$ cat src/rtl/core/asp_pkg.sv
// shared constants, types and the table function of the ancestry switch probability block
package asp_pkg;

    localparam int ASP_PROB_FRAC_BITS = 31;
    localparam int ASP_EXP_TABLE_BITS = 8;

    localparam logic [31:0] ASP_RATE_RESET = 32'd429497;

    localparam logic [63:0] ASP_ONE62    = 64'h4000_0000_0000_0000;
    localparam logic [63:0] ASP_LN2_Q64  = 64'hB172_17F7_D1CF_79AB;
    localparam logic [63:0] ASP_LOG2E_Q63 = 64'hB8AA_3B29_5C17_F0BB;

    // queue depth is a power of two so the pointers wrap on their own
    localparam int ASP_QUEUE_DEPTH = 4;
    localparam int ASP_QPTR_W      = $clog2(ASP_QUEUE_DEPTH);
    localparam int ASP_QCNT_W      = $clog2(ASP_QUEUE_DEPTH + 1);

    typedef struct packed {
        logic        first_locus;
        logic        toggled;
        logic        last_locus;
        logic [31:0] gap_bp;
    } asp_entry_t;

    typedef struct packed {
        logic        start;
        logic [63:0] a;
        logic [63:0] b;
    } asp_mul_req_t;

    typedef struct packed {
        logic         done;
        logic [127:0] product;
    } asp_mul_rsp_t;

    // 2^-(k/2^tbl_bits) in q.62, truncating taylor series of exp(-k*ln2/2^tbl_bits)
    function automatic logic [63:0] asp_exp_tbl_entry(input int unsigned k,
                                                      input int unsigned tbl_bits);
        logic [127:0] prod;
        logic [63:0]  arg;
        logic [63:0]  term;
        logic [63:0]  sum;
        prod = 128'(k) * {64'b0, ASP_LN2_Q64};
        arg  = 64'(prod >> (2 + tbl_bits));
        term = ASP_ONE62;
        sum  = ASP_ONE62;
        for (int unsigned n = 1; n <= 30; n++) begin
            prod = {64'b0, term} * {64'b0, arg};
            term = 64'(prod >> 62) / 64'(n);
            if (n[0]) begin
                sum = sum - term;
            end else begin
                sum = sum + term;
            end
        end
        return sum;
    endfunction

endpackage

$ cat src/rtl/core/asp_mul.sv
// 64 by 64 multiplier, one registered 32 by 32 partial product a cycle
module asp_mul import asp_pkg::*; (
    input  logic          clk,
    input  logic          rst_n,
    input  asp_mul_req_t  req,
    output asp_mul_rsp_t  rsp
);

    logic [63:0]  a_reg;
    logic [63:0]  a_next;
    logic [63:0]  b_reg;
    logic [63:0]  b_next;
    logic [127:0] acc_reg;
    logic [127:0] acc_next;
    logic [63:0]  pp_reg;
    logic [63:0]  pp_next;
    logic [1:0]   sh_reg;
    logic [1:0]   sh_next;
    logic         pp_valid_reg;
    logic         pp_valid_next;
    logic [2:0]   cnt_reg;
    logic [2:0]   cnt_next;
    logic         busy_reg;
    logic         busy_next;
    logic         done_reg;
    logic         done_next;
    logic [31:0]  a_half;
    logic [31:0]  b_half;
    logic [127:0] pp_aligned;

    assign rsp.done    = done_reg;
    assign rsp.product = acc_reg;

    // partial product order: lo*lo, lo*hi, hi*lo, hi*hi
    assign a_half = cnt_reg[1] ? a_reg[63:32] : a_reg[31:0];
    assign b_half = cnt_reg[0] ? b_reg[63:32] : b_reg[31:0];

    always_comb
    begin
        case (sh_reg)
            2'd0:    pp_aligned = {64'b0, pp_reg};
            2'd1:    pp_aligned = {32'b0, pp_reg, 32'b0};
            2'd2:    pp_aligned = {pp_reg, 64'b0};
            default: pp_aligned = '0;
        endcase
    end

    always_comb
    begin
        a_next        = a_reg;
        b_next        = b_reg;
        acc_next      = acc_reg;
        pp_next       = pp_reg;
        sh_next       = sh_reg;
        pp_valid_next = 1'b0;
        cnt_next      = cnt_reg;
        busy_next     = busy_reg;
        done_next     = 1'b0;
        if (req.start)
        begin
            a_next    = req.a;
            b_next    = req.b;
            acc_next  = '0;
            cnt_next  = '0;
            busy_next = 1'b1;
        end
        else if (busy_reg)
        begin
            if (!cnt_reg[2])
            begin
                pp_next       = {32'b0, a_half} * {32'b0, b_half};
                sh_next       = {1'b0, cnt_reg[1]} + {1'b0, cnt_reg[0]};
                pp_valid_next = 1'b1;
                cnt_next      = cnt_reg + 1'b1;
            end
            if (pp_valid_reg)
            begin
                acc_next = acc_reg + pp_aligned;
            end
            if (cnt_reg[2] && pp_valid_reg)
            begin
                busy_next = 1'b0;
                done_next = 1'b1;
            end
        end
    end

    always_ff @(posedge clk or negedge rst_n)
    begin
        if (!rst_n)
        begin
            a_reg        <= '0;
            b_reg        <= '0;
            acc_reg      <= '0;
            pp_reg       <= '0;
            sh_reg       <= '0;
            pp_valid_reg <= 1'b0;
            cnt_reg      <= '0;
            busy_reg     <= 1'b0;
            done_reg     <= 1'b0;
        end
        else
        begin
            a_reg        <= a_next;
            b_reg        <= b_next;
            acc_reg      <= acc_next;
            pp_reg       <= pp_next;
            sh_reg       <= sh_next;
            pp_valid_reg <= pp_valid_next;
            cnt_reg      <= cnt_next;
            busy_reg     <= busy_next;
            done_reg     <= done_next;
        end
    end

endmodule

$ cat config.mk
export PLATFORM = sky130hd
export DESIGN_NAME = asp_mul
export DESIGN_NICKNAME = d
export VERILOG_FILES = /design/src/rtl/core/asp_pkg.sv /design/src/rtl/core/asp_mul.sv
export SDC_FILE = /design/constraint.sdc
export NUM_CORES = 2
export LEC_CHECK = 0
export ABC_AREA = 0
export BUFFER_PORTS_ARGS = -buffer_cell sky130_fd_sc_hd__buf_2
export CAP_MARGIN = 20
export CORE_MARGIN = 2
export CORE_UTILIZATION = 32
export DETAILED_ROUTE_END_ITERATION = 16
export GPL_TIMING_DRIVEN = 0
export PLACE_DENSITY_LB_ADDON = 0.12
export SLEW_MARGIN = 0
export SYNTH_ARGS = -nofsm -noshare
export SYNTH_HDL_FRONTEND = slang
export SYNTH_SLANG_ARGS = --single-unit
$ cat constraint.sdc
create_clock -name clk -period 8.6 [get_ports clk]
set_input_delay 1.72 -clock clk [delete_from_list [all_inputs] [get_ports clk]]
set_output_delay 1.72 -clock clk [all_outputs]
set_load 0.01 [all_outputs]
==> impl_metrics.toml <==
[synthesis]
synth_nets = 7788
synth_edf_count = 0
yosysTopAreaCellShare_pct = 32.5
syn_area_mm2 = 0.0552
synth_area_per_cell_um2 = 8.67
ys_ff_latch = 328
synth_warnings = 0
syn_inst = 6369
synth_flop_cell = "dfrtp_1"
ys_async_sr_fraction_pct = 100
ys_types = 88
synth.area.top_cells = "fa_1, dfrtp_1, ha_1"
yosysSeqAreaShare_pct = 14.9
synth_area_leader_cell = "fa_1"

[finish]
final_core_util_pct = 38.8
largest_reg_flops = 128
layout.nets = 8311
seq_area_mm2 = 0.00821
n_fill_cell = 17800
fin_cells = 9245
drive_gt1_share_pct = 17.1
area_growth_syn_to_layout_pct = 20.5
multiInputGateArea_mm2 = 0.0436

[global_routing]
grt_pass1_wl_um = 379000
antenna_found_initial = 6
grt_pass1_vias = 50600
grt_use_total_pct = 30.6
grt_overflow = 0
grt_max_degree = 107

[sta]
final.period_utilization_pct = 99.2
finalHoldViolCount = 0
fin_crit_ns = 8.53
setup_viol_count_final = 0
finalMaxSlewViolations = 0
fin_skew_ns = 0.0475
worst_pin_slew_ns = 1.08
setup_tns_ns = 0
max_freq_mhz = 117
fin_ws_ns = 0.0703
rsz0062_at_grt = "yes"
max_slew_margin_pct = 27.7

[routing]
routed_via_density = 5.34
drtPass1Iterations = 6
routed_wl_um = 270000
ant_nets = 0
routedWlPerCell_um = 29.2
drtIter0Drc = 4016
drc = 0
vias = 49300

[placed_design]
gp_congestion = 1.01
dp_hpwl_um = 224000
place_ws_ns = -2.39
dp.cells = 9004
port_buffers = 258

[clocking]
path_clk_slew_ns = 0.06
htree_levels = 2
clk_latency_ns = 0.71
hold_buffers = 0
cts_tree = "yes"
root_buffer = "clkbuf_16"
cts_buffers = 45
cts.sinks = 328
cts_buffer_depth = 3

[hold_path]
hold_path_class = "flip-flop to flip-flop"

[floorplan]
die_h_um = 419
io_pins = 260
core.rowCount = 152
coreArea_mm2 = 0.172
fp.dieW_um = 419
die_area_mm2 = 0.176
start_util_pct = 32.2

[critical_path]
arrival_ns = 9.08
required_ns = 9.15
slowest_delay_ns = 0.57
critPathKind = "flip-flop to flip-flop"
crit_top_cell = "fa_1"
startpoint_type = "flip-flop"
cp_slowest_cell = "fa_1"
crit_fanout = 10
end_kind = "flip-flop"

[job]
drv_cap = 0

[status]
status = "completed"
[metal layers]
| metal | up-vias | part of all wire (%) | global-route usage, % |
|---|---|---|---|
| li1 | 21500 | - | - |
| met2 | 2056 | 46 | 49.2 |
| met4 | 6 | 7.3 | 18.3 |
| met1 | 25300 | 40 | 38.5 |
| met3 | 525 | 7.0 | 5.05 |
| met5 | - | 0.014 | 0 |
[path summary, 6_finish.rpt]
check / start / to / slack [ns] / cells after the start
max in group asynchronous: rst_n / a_reg[44] / 6.30 / 3
min in group asynchronous: rst_n / acc_reg[21] / 0.87 / 1
worst min register to register: acc_reg[60] / acc_reg[60] / 0.52 / 2
worst max-delay path: cnt_reg[1] / pp_reg[56] / 0.07 / 30
worst max register to register: cnt_reg[1] / pp_reg[56] / 0.07 / 30
worst min-delay path: acc_reg[60] / acc_reg[60] / 0.52 / 2
[metrics by stage]
stage | instance area [um^2] | hold WS (ns)
after CTS | 65300 | 0.526
after global routing | 66600 | 0.541
after detailed placement | 60500 | 0.508
final | 66600 | 0.517
after global placement | 59400 | 0.491
after floorplan | 55200 | 0.480
[cells by family after synthesis]
group / count (synthesis) / share of synthesized area (%)
DFF: 328 / 14.9
AOI/OAI and AO/OA: 999 / 11.3
adders and majority gates: 1288 / 41.4
buffers and inverters: 1274 / 8.75
xor gates and xnor gates: 169 / 2.68
and+or+nand+nor: 2021 / 15.3
muxes: 290 / 5.69
[synth_stat cells (6+ instances only)]
cell        n
a211o_1     8
a211oi_1   16
a21boi_0   10
a21o_1    104
a21oi_1   333
a221oi_1   10
a22o_1     34
a31oi_1    16
a41oi_1     6
and2_1     72
and3_1     10
and4_1      7
buf_1      26
buf_2      36
clkbuf_1  278
dfrtp_1   328
fa_1      897
ha_1      391
inv_1     930
mux2_2    191
mux2i_1    99
nand2_1   868
nand2b_1   27
nand3_1    53
nand4_1    88
nor2_1    779
nor2b_1    20
nor3_1     37
nor4_1     15
o211ai_1   18
o21a_1     28
o21ai_0   249
o21ai_1    26
o21bai_1   47
o31ai_1    17
or2_2       6
or3_1      12
xnor2_1   102
xor2_1     67
[timing repair]
item | in CTS | in global routing
resized for setup | 606 | 204
pin swaps | 50 | 117
endpoints found under the setup margin | 54 | 26
setup buffers | 90 | 84
cloned | 3 | 1
[cells in the final DEF, fill, tap and decap left out, types with 101 or more instances in the layout]
cell      Yosys  layout
nand2_1     868     858
dfrtp_1     328     327
a21o_1      104     104
a21oi_1     333     323
buf_4         1     157
mux2_2      191     153
clkbuf_1    278     142
fa_1        897     857
o21ai_0     249     243
xnor2_1     102     101
ha_1        391     364
inv_1       930     908
nor2_1      779     766
buf_2        36     298
[worst max-delay path, delay by kind of cell (launching register included)]
family	cells	cell delay [ns]
adder cells (fa/ha/maj)	9	4.38
multiplexers	1	0.32
AO/OA/AOI/OAI	6	1.23
AND/OR/NAND/NOR	3	0.62
buffers and inverters	10	1.15
flip-flops	1	0.46
XOR/XNOR	1	0.14
[cell type report]
cell class / count / share of cell area, %
Timing Repair Buffer: 498 / 6.11
Clock inverter: 22 / 0.481
Antenna cell: 6 / 0.0226
Clock buffer: 62 / 1.86
Buffer: 321 / 4.06
Tap cell: 2310 / 4.34
Inverter: 931 / 5.25
Multi-Input combinational cell: 4767 / 65.5
Sequential cell: 328 / 12.3
Power is left out: the tool's default activity adds up to more than one toggle a clock period on the data nets, which glitch-free logic cannot reach.
