--- src/rtl/core/asp_pkg.sv ---
// shared constants, types and the table function of the ancestry switch probability block
package asp_pkg;

    localparam int ASP_PROB_FRAC_BITS = 31;
    localparam int ASP_EXP_TABLE_BITS = 8;

    localparam logic [31:0] ASP_RATE_RESET = 32'd429497;

    localparam logic [63:0] ASP_ONE62    = 64'h4000_0000_0000_0000;
    localparam logic [63:0] ASP_LN2_Q64  = 64'hB172_17F7_D1CF_79AB;
    localparam logic [63:0] ASP_LOG2E_Q63 = 64'hB8AA_3B29_5C17_F0BB;

    // queue depth is a power of two so the pointers wrap on their own
    localparam int ASP_QUEUE_DEPTH = 4;
    localparam int ASP_QPTR_W      = $clog2(ASP_QUEUE_DEPTH);
    localparam int ASP_QCNT_W      = $clog2(ASP_QUEUE_DEPTH + 1);

    typedef struct packed {
        logic        first_locus;
        logic        toggled;
        logic        last_locus;
        logic [31:0] gap_bp;
    } asp_entry_t;

    typedef struct packed {
        logic        start;
        logic [63:0] a;
        logic [63:0] b;
    } asp_mul_req_t;

    typedef struct packed {
        logic         done;
        logic [127:0] product;
    } asp_mul_rsp_t;

    // 2^-(k/2^tbl_bits) in q.62, truncating taylor series of exp(-k*ln2/2^tbl_bits)
    function automatic logic [63:0] asp_exp_tbl_entry(input int unsigned k,
                                                      input int unsigned tbl_bits);
        logic [127:0] prod;
        logic [63:0]  arg;
        logic [63:0]  term;
        logic [63:0]  sum;
        prod = 128'(k) * {64'b0, ASP_LN2_Q64};
        arg  = 64'(prod >> (2 + tbl_bits));
        term = ASP_ONE62;
        sum  = ASP_ONE62;
        for (int unsigned n = 1; n <= 30; n++) begin
            prod = {64'b0, term} * {64'b0, arg};
            term = 64'(prod >> 62) / 64'(n);
            if (n[0]) begin
                sum = sum - term;
            end else begin
                sum = sum + term;
            end
        end
        return sum;
    endfunction

endpackage

--- src/rtl/core/asp_queue.sv ---
// short fifo of classified loci between front and back
module asp_queue import asp_pkg::*; (
    input  logic        clk,
    input  logic        rst_n,
    input  logic        push,
    input  asp_entry_t  push_entry,
    output logic        full,
    input  logic        pop,
    output logic        pop_valid,
    output asp_entry_t  pop_entry
);

    asp_entry_t              mem_reg [ASP_QUEUE_DEPTH];
    logic [ASP_QPTR_W-1:0]   wr_ptr_reg;
    logic [ASP_QPTR_W-1:0]   wr_ptr_next;
    logic [ASP_QPTR_W-1:0]   rd_ptr_reg;
    logic [ASP_QPTR_W-1:0]   rd_ptr_next;
    logic [ASP_QCNT_W-1:0]   count_reg;
    logic [ASP_QCNT_W-1:0]   count_next;
    logic                    do_push;
    logic                    do_pop;

    assign full      = (count_reg == ASP_QCNT_W'(ASP_QUEUE_DEPTH));
    assign pop_valid = (count_reg != '0);
    assign pop_entry = mem_reg[rd_ptr_reg];
    assign do_push   = push && !full;
    assign do_pop    = pop && pop_valid;

    always_comb
    begin
        wr_ptr_next = wr_ptr_reg;
        rd_ptr_next = rd_ptr_reg;
        count_next  = count_reg;
        if (do_push)
        begin
            wr_ptr_next = wr_ptr_reg + 1'b1;
        end
        if (do_pop)
        begin
            rd_ptr_next = rd_ptr_reg + 1'b1;
        end
        if (do_push && !do_pop)
        begin
            count_next = count_reg + 1'b1;
        end
        else if (do_pop && !do_push)
        begin
            count_next = count_reg - 1'b1;
        end
    end

    always_ff @(posedge clk or negedge rst_n)
    begin
        if (!rst_n)
        begin
            wr_ptr_reg <= '0;
            rd_ptr_reg <= '0;
            count_reg  <= '0;
        end
        else
        begin
            wr_ptr_reg <= wr_ptr_next;
            rd_ptr_reg <= rd_ptr_next;
            count_reg  <= count_next;
        end
    end

    always_ff @(posedge clk)
    begin
        if (do_push)
        begin
            mem_reg[wr_ptr_reg] <= push_entry;
        end
    end

endmodule

--- config.mk ---
export PLATFORM = sky130hd
export DESIGN_NAME = asp_queue
export DESIGN_NICKNAME = d
export VERILOG_FILES = /design/src/rtl/core/asp_pkg.sv /design/src/rtl/core/asp_queue.sv
export SDC_FILE = /design/constraint.sdc
export NUM_CORES = 1
export LEC_CHECK = 0
export BUFFER_PORTS_ARGS = -buffer_cell sky130_fd_sc_hd__buf_2
export CORE_MARGIN = 1.5
export CORE_UTILIZATION = 60
export CTS_BUF_LIST = sky130_fd_sc_hd__clkbuf_2
export DETAILED_ROUTE_END_ITERATION = 10
export PLACE_DENSITY = 0.89
export SLEW_MARGIN = 15
export SYNTH_ARGS = -nofsm -noshare
export SYNTH_HDL_FRONTEND = slang
export SYNTH_SLANG_ARGS = --single-unit
export TNS_END_PERCENT = 20
--- constraint.sdc ---
create_clock -name clk -period 6.51 [get_ports clk]
set_clock_uncertainty 0.2 [all_clocks]
set_input_delay 0.651 -clock clk [delete_from_list [all_inputs] [get_ports clk]]
set_output_delay 0.651 -clock clk [all_outputs]
set_load 0.05 [all_outputs]
==> impl_metrics.py, run 1 <==
metrics = {
    "route": {
        "drt-initial-drc-count": 137,
        "dr_total_vias": 2576,
        "wl_met2_mm": 4.65,
        "route.detailed.drc": 0,
        "highest_layer": "met4",
        "wl_per_cell_um": 19.4,
        "ant_nets": 0,
        "viasPerCell": 5.61,
        "wl_met1_mm": 3.73,
        "first_pass_iters": 4,
        "wirelength_mm": 8.92,
        "dr_wl_met3_um": 418,
    },
    "pwr": {
        "ir_drop_uv": 331,
        "p_leak_nw": 2.31,
        "powerDensity_nw_per_um2": 477,
    },
    "synth": {
        "syn_inst": 218,
        "synth-seq-cells": 147,
        "syn_nets": 263,
        "ys_types": 21,
        "ys_seq_area_share_pct": 79.2,
        "syn_area_sq_um": 5530,
        "synth_warnings": 0,
        "avgSynthCellArea_sq_um": 25.4,
    },
    "cells_and_area": {
        "area_growth_pct": 18.4,
        "num-fill-cells": 509,
        "nNetsFinal": 385,
        "largest_reg_flops": 140,
        "n_antenna_cell": 0,
        "drive_gt1_share_pct": 39.9,
        "finish.instance_area_sq_um": 6550,
    },
    "critical_path": {
        "worst_path_max_delay_cell": "mux4_1",
        "max_stage_delay_ns": 0.64,
        "worstSetupPathType": "flip-flop to primary output",
        "crit_fanout": 37,
        "crit_arrival_ns": 2.45,
        "crit_chain": "buf_4 > mux4_1 > buf_2",
        "crit_buf_inv": 2,
        "start_kind": "flip-flop",
        "critPathRequiredTime_ns": 5.66,
        "end_kind": "primary output",
        "crit_family": "buffers and inverters",
    },
    "cts": {
        "cts-root-buf": "clkbuf_2",
        "cts_tree": "built",
        "cts_buffers": 17,
        "cts_max_level": 4,
        "clk_latency_ns": 0.63,
        "clk_pin_slew_ns": 0.17,
        "cts_sinks": 147,
        "postCtsSetupBuffers": 0,
        "cts_buffer_depth": 2,
    },
    "worst_hold_path": {
        "hold_class": "primary input to flip-flop",
    },
    "timing": {
        "fin_tns_setup_ns": 0,
        "finalWorstSetupSlack_ns": 3.21,
        "timing_max_transition_violations_final": 0,
        "setup_viol": 0,
        "fin_crit_ns": 3.30,
        "rsz0062_at_grt": "false",
        "worstMarginPinSlew_ns": 0.967,
        "final_hold_viol_count": 0,
        "fmax_mhz": 303,
        "slew_headroom_pct": 35.5,
        "min_period_over_period_pct": 50.7,
    },
    "global_route": {
        "grt_pass1_vias": 2770,
        "antenna_found_initial": 0,
        "grt_pass1_wl_mm": 14.0,
        "grt_max_degree": 38,
        "track_usage_pct": 19.9,
        "grt-ovfl-total": 0,
    },
    "floorplan": {
        "row_count": 34,
        "die_y_um": 99.0,
        "initial_core_util_pct": 62.8,
        "dieArea_sq_um": 9800,
        "die_x_um": 99.0,
        "ios": 76,
        "core_sq_um": 8810,
    },
    "place": {
        "place_ws_ns": 3.82,
        "dpl_cell_area_sq_um": 5950,
        "dp_hpwl_mm": 5.13,
        "port_buffers": 75,
        "gp_congestion": 0.677,
    },
    "outcome": {
        "status": "finished, final reports clean",
    },
    "job": {
        "drv_cap": 0,
    },
}
-- power by group --
group	internal, mW	switching, mW	total [mW]	leakage (nW)
clock network	0.208	0.293	0.501	0.127
registers	1.26	0.0968	1.35	1.36
logic	0.402	0.866	1.27	0.820
-- cell families (layout without fill, tap and decap cells) --
logic type / after synthesis / count (layout) / synth area share [%]
DFF: 147 / 147 / 79.2
xor gates and xnor gates: 6 / 6 / 0.950
muxes: 37 / 37 / 15.2
adders and majority gates: 6 / 6 / 1.49
buffers and inverters: 12 / 145 / 2.06
and+or+nand+nor: 10 / 10 / 1.13
-- Yosys cell counts --
library cell | instances | area share, %
nor2b_1 | 1 | 0.11
ha_1 | 5 | 1.1
fa_1 | 1 | 0.36
edfxtp_1 | 140 | 76
nand3_1 | 1 | 0.090
xor2_1 | 2 | 0.32
buf_2 | 4 | 0.36
and2_1 | 4 | 0.45
nor3b_2 | 1 | 0.23
mux2_2 | 1 | 0.20
buf_6 | 2 | 0.41
mux4_2 | 28 | 11
mux2_4 | 1 | 0.27
nor2_1 | 1 | 0.068
buf_12 | 3 | 1.1
xnor2_1 | 4 | 0.63
dfrtp_1 | 7 | 3.2
nand2_1 | 1 | 0.068
mux4_1 | 7 | 3.3
inv_1 | 3 | 0.20
or3_1 | 1 | 0.11
-- final cells by class --
cell class	count	area, sq um	area share, %
clock inverters	11	139	2.12
clock buffers	19	95.1	1.45
well taps	108	135	2.06
multi-input cells	59	1040	15.9
flip-flops and latches	147	4380	66.9
inverters	3	11.3	0.172
repair buffers	112	743	11.3
-- per-layer routing --
layer / GRT usage [%] / vias up
li1: - / 1168
met2: 33.5 / 83
met5: 0 / -
met1: 25.2 / 1310
met4: 7.03 / 0
met3: 5.67 / 15
-- final timing paths --
path                       depth (start not counted)             to  slack, ns     startpoint
min in group asynchronous                          2   count_reg[2]       0.15          rst_n
max reg2reg                                        3  mem_reg[0][1]       4.01   count_reg[2]
max in group asynchronous                          2  rd_ptr_reg[1]       5.79          rst_n
min reg2reg                                        1   count_reg[2]       0.31   count_reg[2]
max                                                3  pop_entry[29]       3.21  rd_ptr_reg[0]
min                                                3  rd_ptr_reg[0]       0.11            pop
-- cells in the final DEF (no fill, tap or decap), drive strengths merged --
cell and count:
or3 1, dlygate4sd3 36, bufinv 3, mux4 35, and2 4, nand3 1
dfrtp 7, xnor2 4, xor2 2, clkbuf 19, nor3b 1, clkinvlp 5
inv 3, fa 1, ha 5, nor2b 1, nor2 1, nand2 1
buf 76, mux2 2, edfxtp 140, clkinv 3
-- through the flow --
stage	power (mW)	util, %	instances	hold slack (ns)
global placement	2.61	67.6	393	0.267
detailed placement	2.65	67.6	393	0.286
finish	3.12	74.4	459	0.108
global route	3.26	74.4	459	0.0566
CTS	3.16	74.4	459	0.0619
floorplan	2.41	-	218	0.155
-- tightest hold or removal path: stages --
cell,delay [ns]
buf_2,0.11
nand2_1,0.10
xnor2_1,0.07
-- repair_timing --
item | in CTS | in global routing
hold buffers | 36 | 0
hold endpoints to repair | 147 | 0
resized for setup | 0 | 0
No activity file was read; power rests on OpenSTA's default activity.
==> run 2: changes to the inputs <==
--- a/config.mk
+++ b/config.mk
@@ -5,12 +5,13 @@
 export SDC_FILE = /design/constraint.sdc
 export NUM_CORES = 1
 export LEC_CHECK = 0
+export ABC_AREA = 1
 export BUFFER_PORTS_ARGS = -buffer_cell sky130_fd_sc_hd__buf_2
 export CORE_MARGIN = 1.5
 export CORE_UTILIZATION = 60
 export CTS_BUF_LIST = sky130_fd_sc_hd__clkbuf_2
 export DETAILED_ROUTE_END_ITERATION = 10
-export PLACE_DENSITY = 0.89
+export PLACE_DENSITY = 0.88
 export SLEW_MARGIN = 15
 export SYNTH_ARGS = -nofsm -noshare
 export SYNTH_HDL_FRONTEND = slang
==> constraint.sdc (replaced) <==
create_clock -name clk -period 3.3 [get_ports clk]
set_clock_uncertainty 0.2 [all_clocks]
set_input_delay 0.33 -clock clk [delete_from_list [all_inputs] [get_ports clk]]
set_output_delay 0.33 -clock clk [all_outputs]
set_load 0.05 [all_outputs]
==> run 2 against run 1 <==
  * Global-route usage grew 3.2 points
  * Sequential share of layout area shrank 8.2 points
  * Clock power grew 100%
  * Cell count grew 61%
  * Core utilization shrank 1.8 points
  * Wire length grew 33%
  * Synthesized cell count grew 110%
  * Setup slack lost 2.9 ns
  * Register-to-register slack lost 3.1 ns
  * Combinational power grew to 2.7 times the previous value
  * Sequential power grew 92%
  * Critical path type unchanged
  * Largest power group is now combinational cells
==> impl_metrics.py, run 2 <==
metrics = {
    "cells_and_area": {
        "layout_commonest_cell": "edfxtp_1",
        "nNetsFinal": 634,
        "largest_reg_flops": 140,
        "num-fill-cells": 650,
        "finish.instance_area_sq_um": 7460,
        "area_growth_pct": 18.2,
        "drive_gt1_share_pct": 30.4,
        "n_antenna_cell": 0,
        "final_cell_mix": "edfxtp_1 (140), nand2_1 (123), inv_1 (82)",
    },
    "synth": {
        "syn_area_sq_um": 6310,
        "yosysMostFrequentCell": "edfxtp_1",
        "synth-seq-cells": 147,
        "synth_area_leaders": "edfxtp_1 (67%), o211ai_2 (12%), nand2_1 (7.3%), inv_1 (4.9%), dfrtp_1 (2.8%)",
        "syn_inst": 468,
        "yosysTopAreaCellShare_pct": 66.6,
        "ys_types": 18,
        "synth_warnings": 0,
        "synthTopCellsByCount": "edfxtp_1 (140), nand2_1 (123), inv_1 (82)",
        "ys.flop_type": "edfxtp_1",
        "avgSynthCellArea_sq_um": 13.5,
        "syn_nets": 513,
        "synth_edf_count": 140,
        "ys_seq_area_share_pct": 69.4,
        "synthArstFlopShare_pct": 4.76,
        "yosys.area.top_type": "edfxtp_1",
    },
    "critical_path": {
        "end_kind": "primary output",
        "max_stage_delay_ns": 0.49,
        "timing.rr.end": "mem_reg[3][13]",
        "r2r_slack_ns": 0.87,
        "path_common_cell": "nand2_1",
        "worstSetupPathType": "flip-flop to primary output",
        "ff2ff_path_depth": 5,
        "worst_path_max_delay_cell": "inv_4",
        "crit_chain": "inv_4 > buf_12 > nand2_1 > o211ai_2 > nand2_1 > buf_2",
        "r2r-start": "count_reg[0]",
        "crit_arrival_ns": 2.51,
        "critPathRequiredTime_ns": 2.77,
        "start_kind": "flip-flop",
        "crit_fanout": 52,
    },
    "outcome": {
        "status": "finished, final reports clean",
    },
    "worst_hold_path": {
        "holdPathStages": 2,
        "hold_class": "primary input to flip-flop",
        "holdPathEnd": "mem_reg[2][16]",
        "min-delay-start": "push_entry[16]",
    },
    "route": {
        "drt-initial-drc-count": 264,
        "route.detailed.drc": 0,
        "highest_layer": "met4",
        "dr_wl_met3_um": 639,
        "viasPerCell": 5.23,
        "wl_met2_mm": 6.21,
        "wl_met1_mm": 4.84,
        "wirelength_mm": 11.8,
        "wl_per_cell_um": 16.0,
        "dr_total_vias": 3857,
        "ant_nets": 0,
        "first_pass_iters": 4,
    },
    "floorplan": {
        "ios": 76,
        "die_y_um": 106,
        "core_sq_um": 10300,
        "initial_core_util_pct": 61.4,
        "row_count": 37,
        "die_x_um": 106,
        "dieArea_sq_um": 11100,
    },
    "cts": {
        "hold_buffers": 39,
        "cts_max_level": 4,
        "cts_sinks": 147,
        "clk_latency_ns": 0.68,
        "postCtsSetupBuffers": 0,
        "cts-root-buf": "clkbuf_2",
        "cts_buffers": 17,
        "clk_pin_slew_ns": 0.20,
        "cts_buffer_depth": 2,
        "cts_tree": "built",
        "cts_resized": 0,
    },
    "pwr": {
        "ir_drop_uv": 969,
        "p_leak_nw": 3.15,
        "finalPower_mw": 7.06,
        "powerDensity_nw_per_um2": 946,
    },
    "place": {
        "place_ws_ns": 0.937,
        "port_buffers": 75,
        "gp_congestion": 0.740,
        "dpl_cell_area_sq_um": 6830,
        "dp_hpwl_mm": 6.79,
    },
    "timing": {
        "worstMarginPinSlew_ns": 0.662,
        "timing_max_transition_violations_final": 0,
        "min_period_over_period_pct": 92.0,
        "rsz0062_at_grt": "false",
        "setup_viol": 0,
        "slew_headroom_pct": 55.7,
        "fin_tns_setup_ns": 0,
        "holdWs_ns": 0.185,
        "fin_crit_ns": 3.04,
        "final_hold_viol_count": 0,
        "fmax_mhz": 329,
        "finalWorstSetupSlack_ns": 0.263,
    },
    "global_route": {
        "grt-ovfl-total": 0,
        "grt_pass1_vias": 3953,
        "grt_max_degree": 53,
        "track_usage_pct": 23.1,
        "grt_pass1_wl_mm": 19.1,
        "antenna_found_initial": 0,
    },
    "job": {
        "drv_cap": 0,
    },
}
==> run 2: cell types whose count changed after synthesis, moves of 6 or more <==
cell,delta
buf_6,+7
nand3_1,+6
o211ai_2,+59
mux4_2,-28
nand2_1,+122
o211ai_1,+11
mux4_1,-7
inv_1,+79
==> run 2: cell type report <==
type                    count  area (sq um)  area share [%]
clock buffers              21           105            1.41
clock inverters            11           136            1.83
inverters                  86           325            4.36
multi-input cells         213          1470            19.6
flip-flops and latches    147          4380            58.7
well taps                 136           170            2.28
repair buffers            124           878            11.8
==> run 2: worst max path at each step <==
stage	depth (start not counted)	end	start
5_1_grt	6	pop_entry[19]	rd_ptr_reg[0]
2_1_floorplan	4	mem_reg[0][0]	count_reg[0]
3_3_place_gp	5	mem_reg[3][14]	count_reg[0]
3_5_place_dp	5	mem_reg[3][14]	count_reg[0]
4_1_cts	6	pop_entry[19]	rd_ptr_reg[0]
6_report	6	pop_entry[18]	rd_ptr_reg[0]
==> run 2: cell families after synthesis <==
| family | Yosys count | share of synthesized area, % |
|---|---|---|
| flops | 147 | 69.4 |
| compound gates | 71 | 13.1 |
| simple gates | 135 | 8.21 |
| fa+ha+maj | 6 | 1.31 |
| buf+inv | 108 | 7.85 |
| xor+xnor | 1 | 0.139 |
==> run 2: critical path: cells and delay by family (launching register included) <==
family / cells / cell delay [ns]
DFF: 1 / 0.46
AOI/OAI and AO/OA: 1 / 0.07
buffers and inverters: 3 / 1.04
and+or+nand+nor: 2 / 0.22
==> run 2: power by group <==
| part | leakage, nW | total, mW | switching [mW] | internal, mW |
|---|---|---|---|---|
| Clock | 0.149 | 1.02 | 0.593 | 0.426 |
| Combinational | 1.63 | 3.44 | 2.58 | 0.864 |
| Sequential | 1.37 | 2.59 | 0.135 | 2.46 |
| Total | 3.15 | 7.06 | 3.31 | 3.75 |
==> run 2: through the flow <==
step	instances	util [%]
after floorplan	468	-
after global placement	667	66.4
after detailed placement	667	66.4
after CTS	738	72.6
after global routing	738	72.6
final	738	72.6
==> run 2: metal layers <==
| metal | vias up | GRT usage (%) |
|---|---|---|
| li1 | 1859 | - |
| met1 | 1867 | 28.4 |
| met2 | 118 | 39.7 |
| met3 | 13 | 6.74 |
| met4 | 0 | 7.34 |
| met5 | - | 0 |
==> run 3: changes to the inputs <==
--- a/config.mk
+++ b/config.mk
@@ -12,6 +12,8 @@
 export CTS_BUF_LIST = sky130_fd_sc_hd__clkbuf_2
 export DETAILED_ROUTE_END_ITERATION = 10
 export PLACE_DENSITY = 0.88
+export REMOVE_ABC_BUFFERS = 1
+export SKIP_CTS_REPAIR_TIMING = 1
 export SLEW_MARGIN = 15
 export SYNTH_ARGS = -nofsm -noshare
 export SYNTH_HDL_FRONTEND = slang
==> constraint.sdc (replaced) <==
create_clock -name clk -period 3.75 [get_ports clk]
set_clock_uncertainty 0.2 [all_clocks]
set_input_delay 0.375 -clock clk [delete_from_list [all_inputs] [get_ports clk]]
set_output_delay 0.375 -clock clk [all_outputs]
set_load 0.05 [all_outputs]
==> run 3 against run 2 <==
  * Global-route usage fell by 1.8 points
  * Non-clock buffer count decreased by 1
  * Setup slack improved by 0.28 ns
  * Register-to-register slack better by 0.37 ns
  * Total power down 14%
  * Worst hold slack improved by 0.045 ns
  * Flip-flop and latch count stayed put
  * Core utilization shrank 0.61 points
  * Sequential power decreased by 12%
  * Die area unchanged
  * Via count is 0.60% lower
==> impl_metrics.py, run 3 (same netlist as run 2, synthesis figures left out) <==
metrics = {
    "job": {
        "drv_cap": 0,
    },
    "timing": {
        "slew_headroom_pct": 35.2,
        "min_period_over_period_pct": 85.4,
        "fin_crit_ns": 3.20,
        "worstMarginPinSlew_ns": 0.971,
        "fmax_mhz": 312,
        "rsz0062_at_grt": "false",
        "fin_tns_setup_ns": 0,
        "final_hold_viol_count": 0,
        "timing_max_transition_violations_final": 0,
        "setup_viol": 0,
    },
    "cts": {
        "cts_max_level": 4,
        "cts-root-buf": "clkbuf_2",
        "cts_buffers": 17,
        "clk_latency_ns": 0.66,
        "cts_tree": "built",
        "cts_sinks": 147,
        "cts_buffer_depth": 2,
        "clk_pin_slew_ns": 0.21,
    },
    "outcome": {
        "status": "finished, final reports clean",
    },
    "global_route": {
        "grt-ovfl-total": 0,
        "track_usage_pct": 21.3,
        "grt_max_degree": 58,
        "grt_pass1_vias": 3651,
        "antenna_found_initial": 0,
        "grt_pass1_wl_mm": 17.7,
    },
    "route": {
        "viasPerCell": 5.21,
        "dr_total_vias": 3834,
        "wl_per_cell_um": 15.7,
        "ant_nets": 0,
        "drt-initial-drc-count": 242,
        "wirelength_mm": 11.6,
        "first_pass_iters": 4,
        "route.detailed.drc": 0,
    },
    "pwr": {
        "swShare_pct": 47.5,
        "ir_drop_uv": 725,
        "seqPwrFrac_pct": 37.5,
        "p_int_mw": 3.19,
        "clock_power_share_pct": 13.3,
        "combPwrFrac_pct": 49.2,
        "switchingPower_mw": 2.89,
        "powerDensity_nw_per_um2": 823,
        "p_leak_nw": 3.12,
    },
    "cells_and_area": {
        "layout_commonest_cell": "edfxtp_1",
        "final_cell_mix": "edfxtp_1 (140), nand2_1 (123), inv_1 (82)",
        "nNetsFinal": 633,
        "area_growth_pct": 17.3,
        "utilization_pct": 72.0,
        "drive_gt1_share_pct": 30.0,
        "num-fill-cells": 696,
        "largest_reg_flops": 140,
        "finish.instance_area_sq_um": 7400,
        "n_antenna_cell": 0,
    },
    "critical_path": {
        "end_kind": "primary output",
        "worstSetupPathType": "flip-flop to primary output",
        "crit_arrival_ns": 2.63,
        "crit_fanout": 57,
        "critPathRequiredTime_ns": 3.17,
        "r2r-start": "count_reg[0]",
        "crit_start": "rd_ptr_reg[0]",
        "start_kind": "flip-flop",
        "ff2ff_path_depth": 5,
    },
    "floorplan": {
        "die_y_um": 106,
        "die_x_um": 106,
        "core_sq_um": 10300,
        "row_count": 37,
        "ios": 76,
        "dieArea_sq_um": 11100,
        "initial_core_util_pct": 61.4,
    },
    "place": {
        "dpl_cell_area_sq_um": 6800,
        "gp_congestion": 0.740,
        "port_buffers": 75,
        "dp_hpwl_mm": 6.88,
    },
    "worst_hold_path": {
        "hold_class": "primary input to flip-flop",
        "min-delay-start": "push_entry[17]",
        "holdPathStages": 2,
    },
}
## run 3: worst max-delay path, stage by stage, from the launching register on
cell      delay (ns)
dfrtp_1         0.47
inv_4           0.49
buf_4           0.47
nand2_1         0.13
o211ai_2        0.09
nand2_1         0.08
buf_2           0.22
## run 3: through the flow
stage               power (mW)  std cells  hold slack, ns  setup WS, ns
floorplan                 4.55        446          -0.121         0.655
global placement          5.20        666          0.0157          1.38
detailed placement        5.29        666          0.0178          1.26
CTS                       6.09        697          -0.764         0.505
global route              6.41        736           0.158         0.329
finish                    6.09        736           0.230         0.546
## run 3: routing by layer
| metal | part of all wire, % | track usage [%] | vias to the layer above |
|---|---|---|---|
| li1 | - | - | 1851 |
| met4 | 1.9 | 7.72 | 0 |
| met5 | 0 | 0 | - |
| met2 | 50 | 35.0 | 125 |
| met1 | 43 | 27.5 | 1836 |
| met3 | 4.9 | 5.88 | 22 |
## run 3: final cells by class
| type | count | area, sq um | area share [%] |
|---|---|---|---|
| clock buffers | 19 | 95.1 | 1.29 |
| clock inverters | 12 | 116 | 1.57 |
| inverters | 86 | 325 | 4.40 |
| multi-input cells | 213 | 1470 | 19.8 |
| flip-flops and latches | 147 | 4380 | 59.2 |
| well taps | 136 | 170 | 2.30 |
| repair buffers | 123 | 846 | 11.4 |
## run 3: power by group through the flow
stage	Combinational (mW)	Sequential (mW)	Clock, mW
2_1_floorplan	2.19	2.36	0
3_3_place_gp	2.89	2.30	0
3_5_place_dp	2.97	2.32	0
4_1_cts	2.98	2.28	0.831
5_1_grt	3.20	2.31	0.897
6_report	3.00	2.28	0.809
## run 3: worst paths after layout
kind                                   to  slack [ns]
setup / recovery            pop_entry[11]        0.55
hold / removal             mem_reg[2][17]        0.23
setup reg to reg           mem_reg[1][33]        1.24
hold reg to reg              count_reg[2]        0.36
max in group asynchronous   rd_ptr_reg[1]        2.65
min in group asynchronous   rd_ptr_reg[0]        0.43
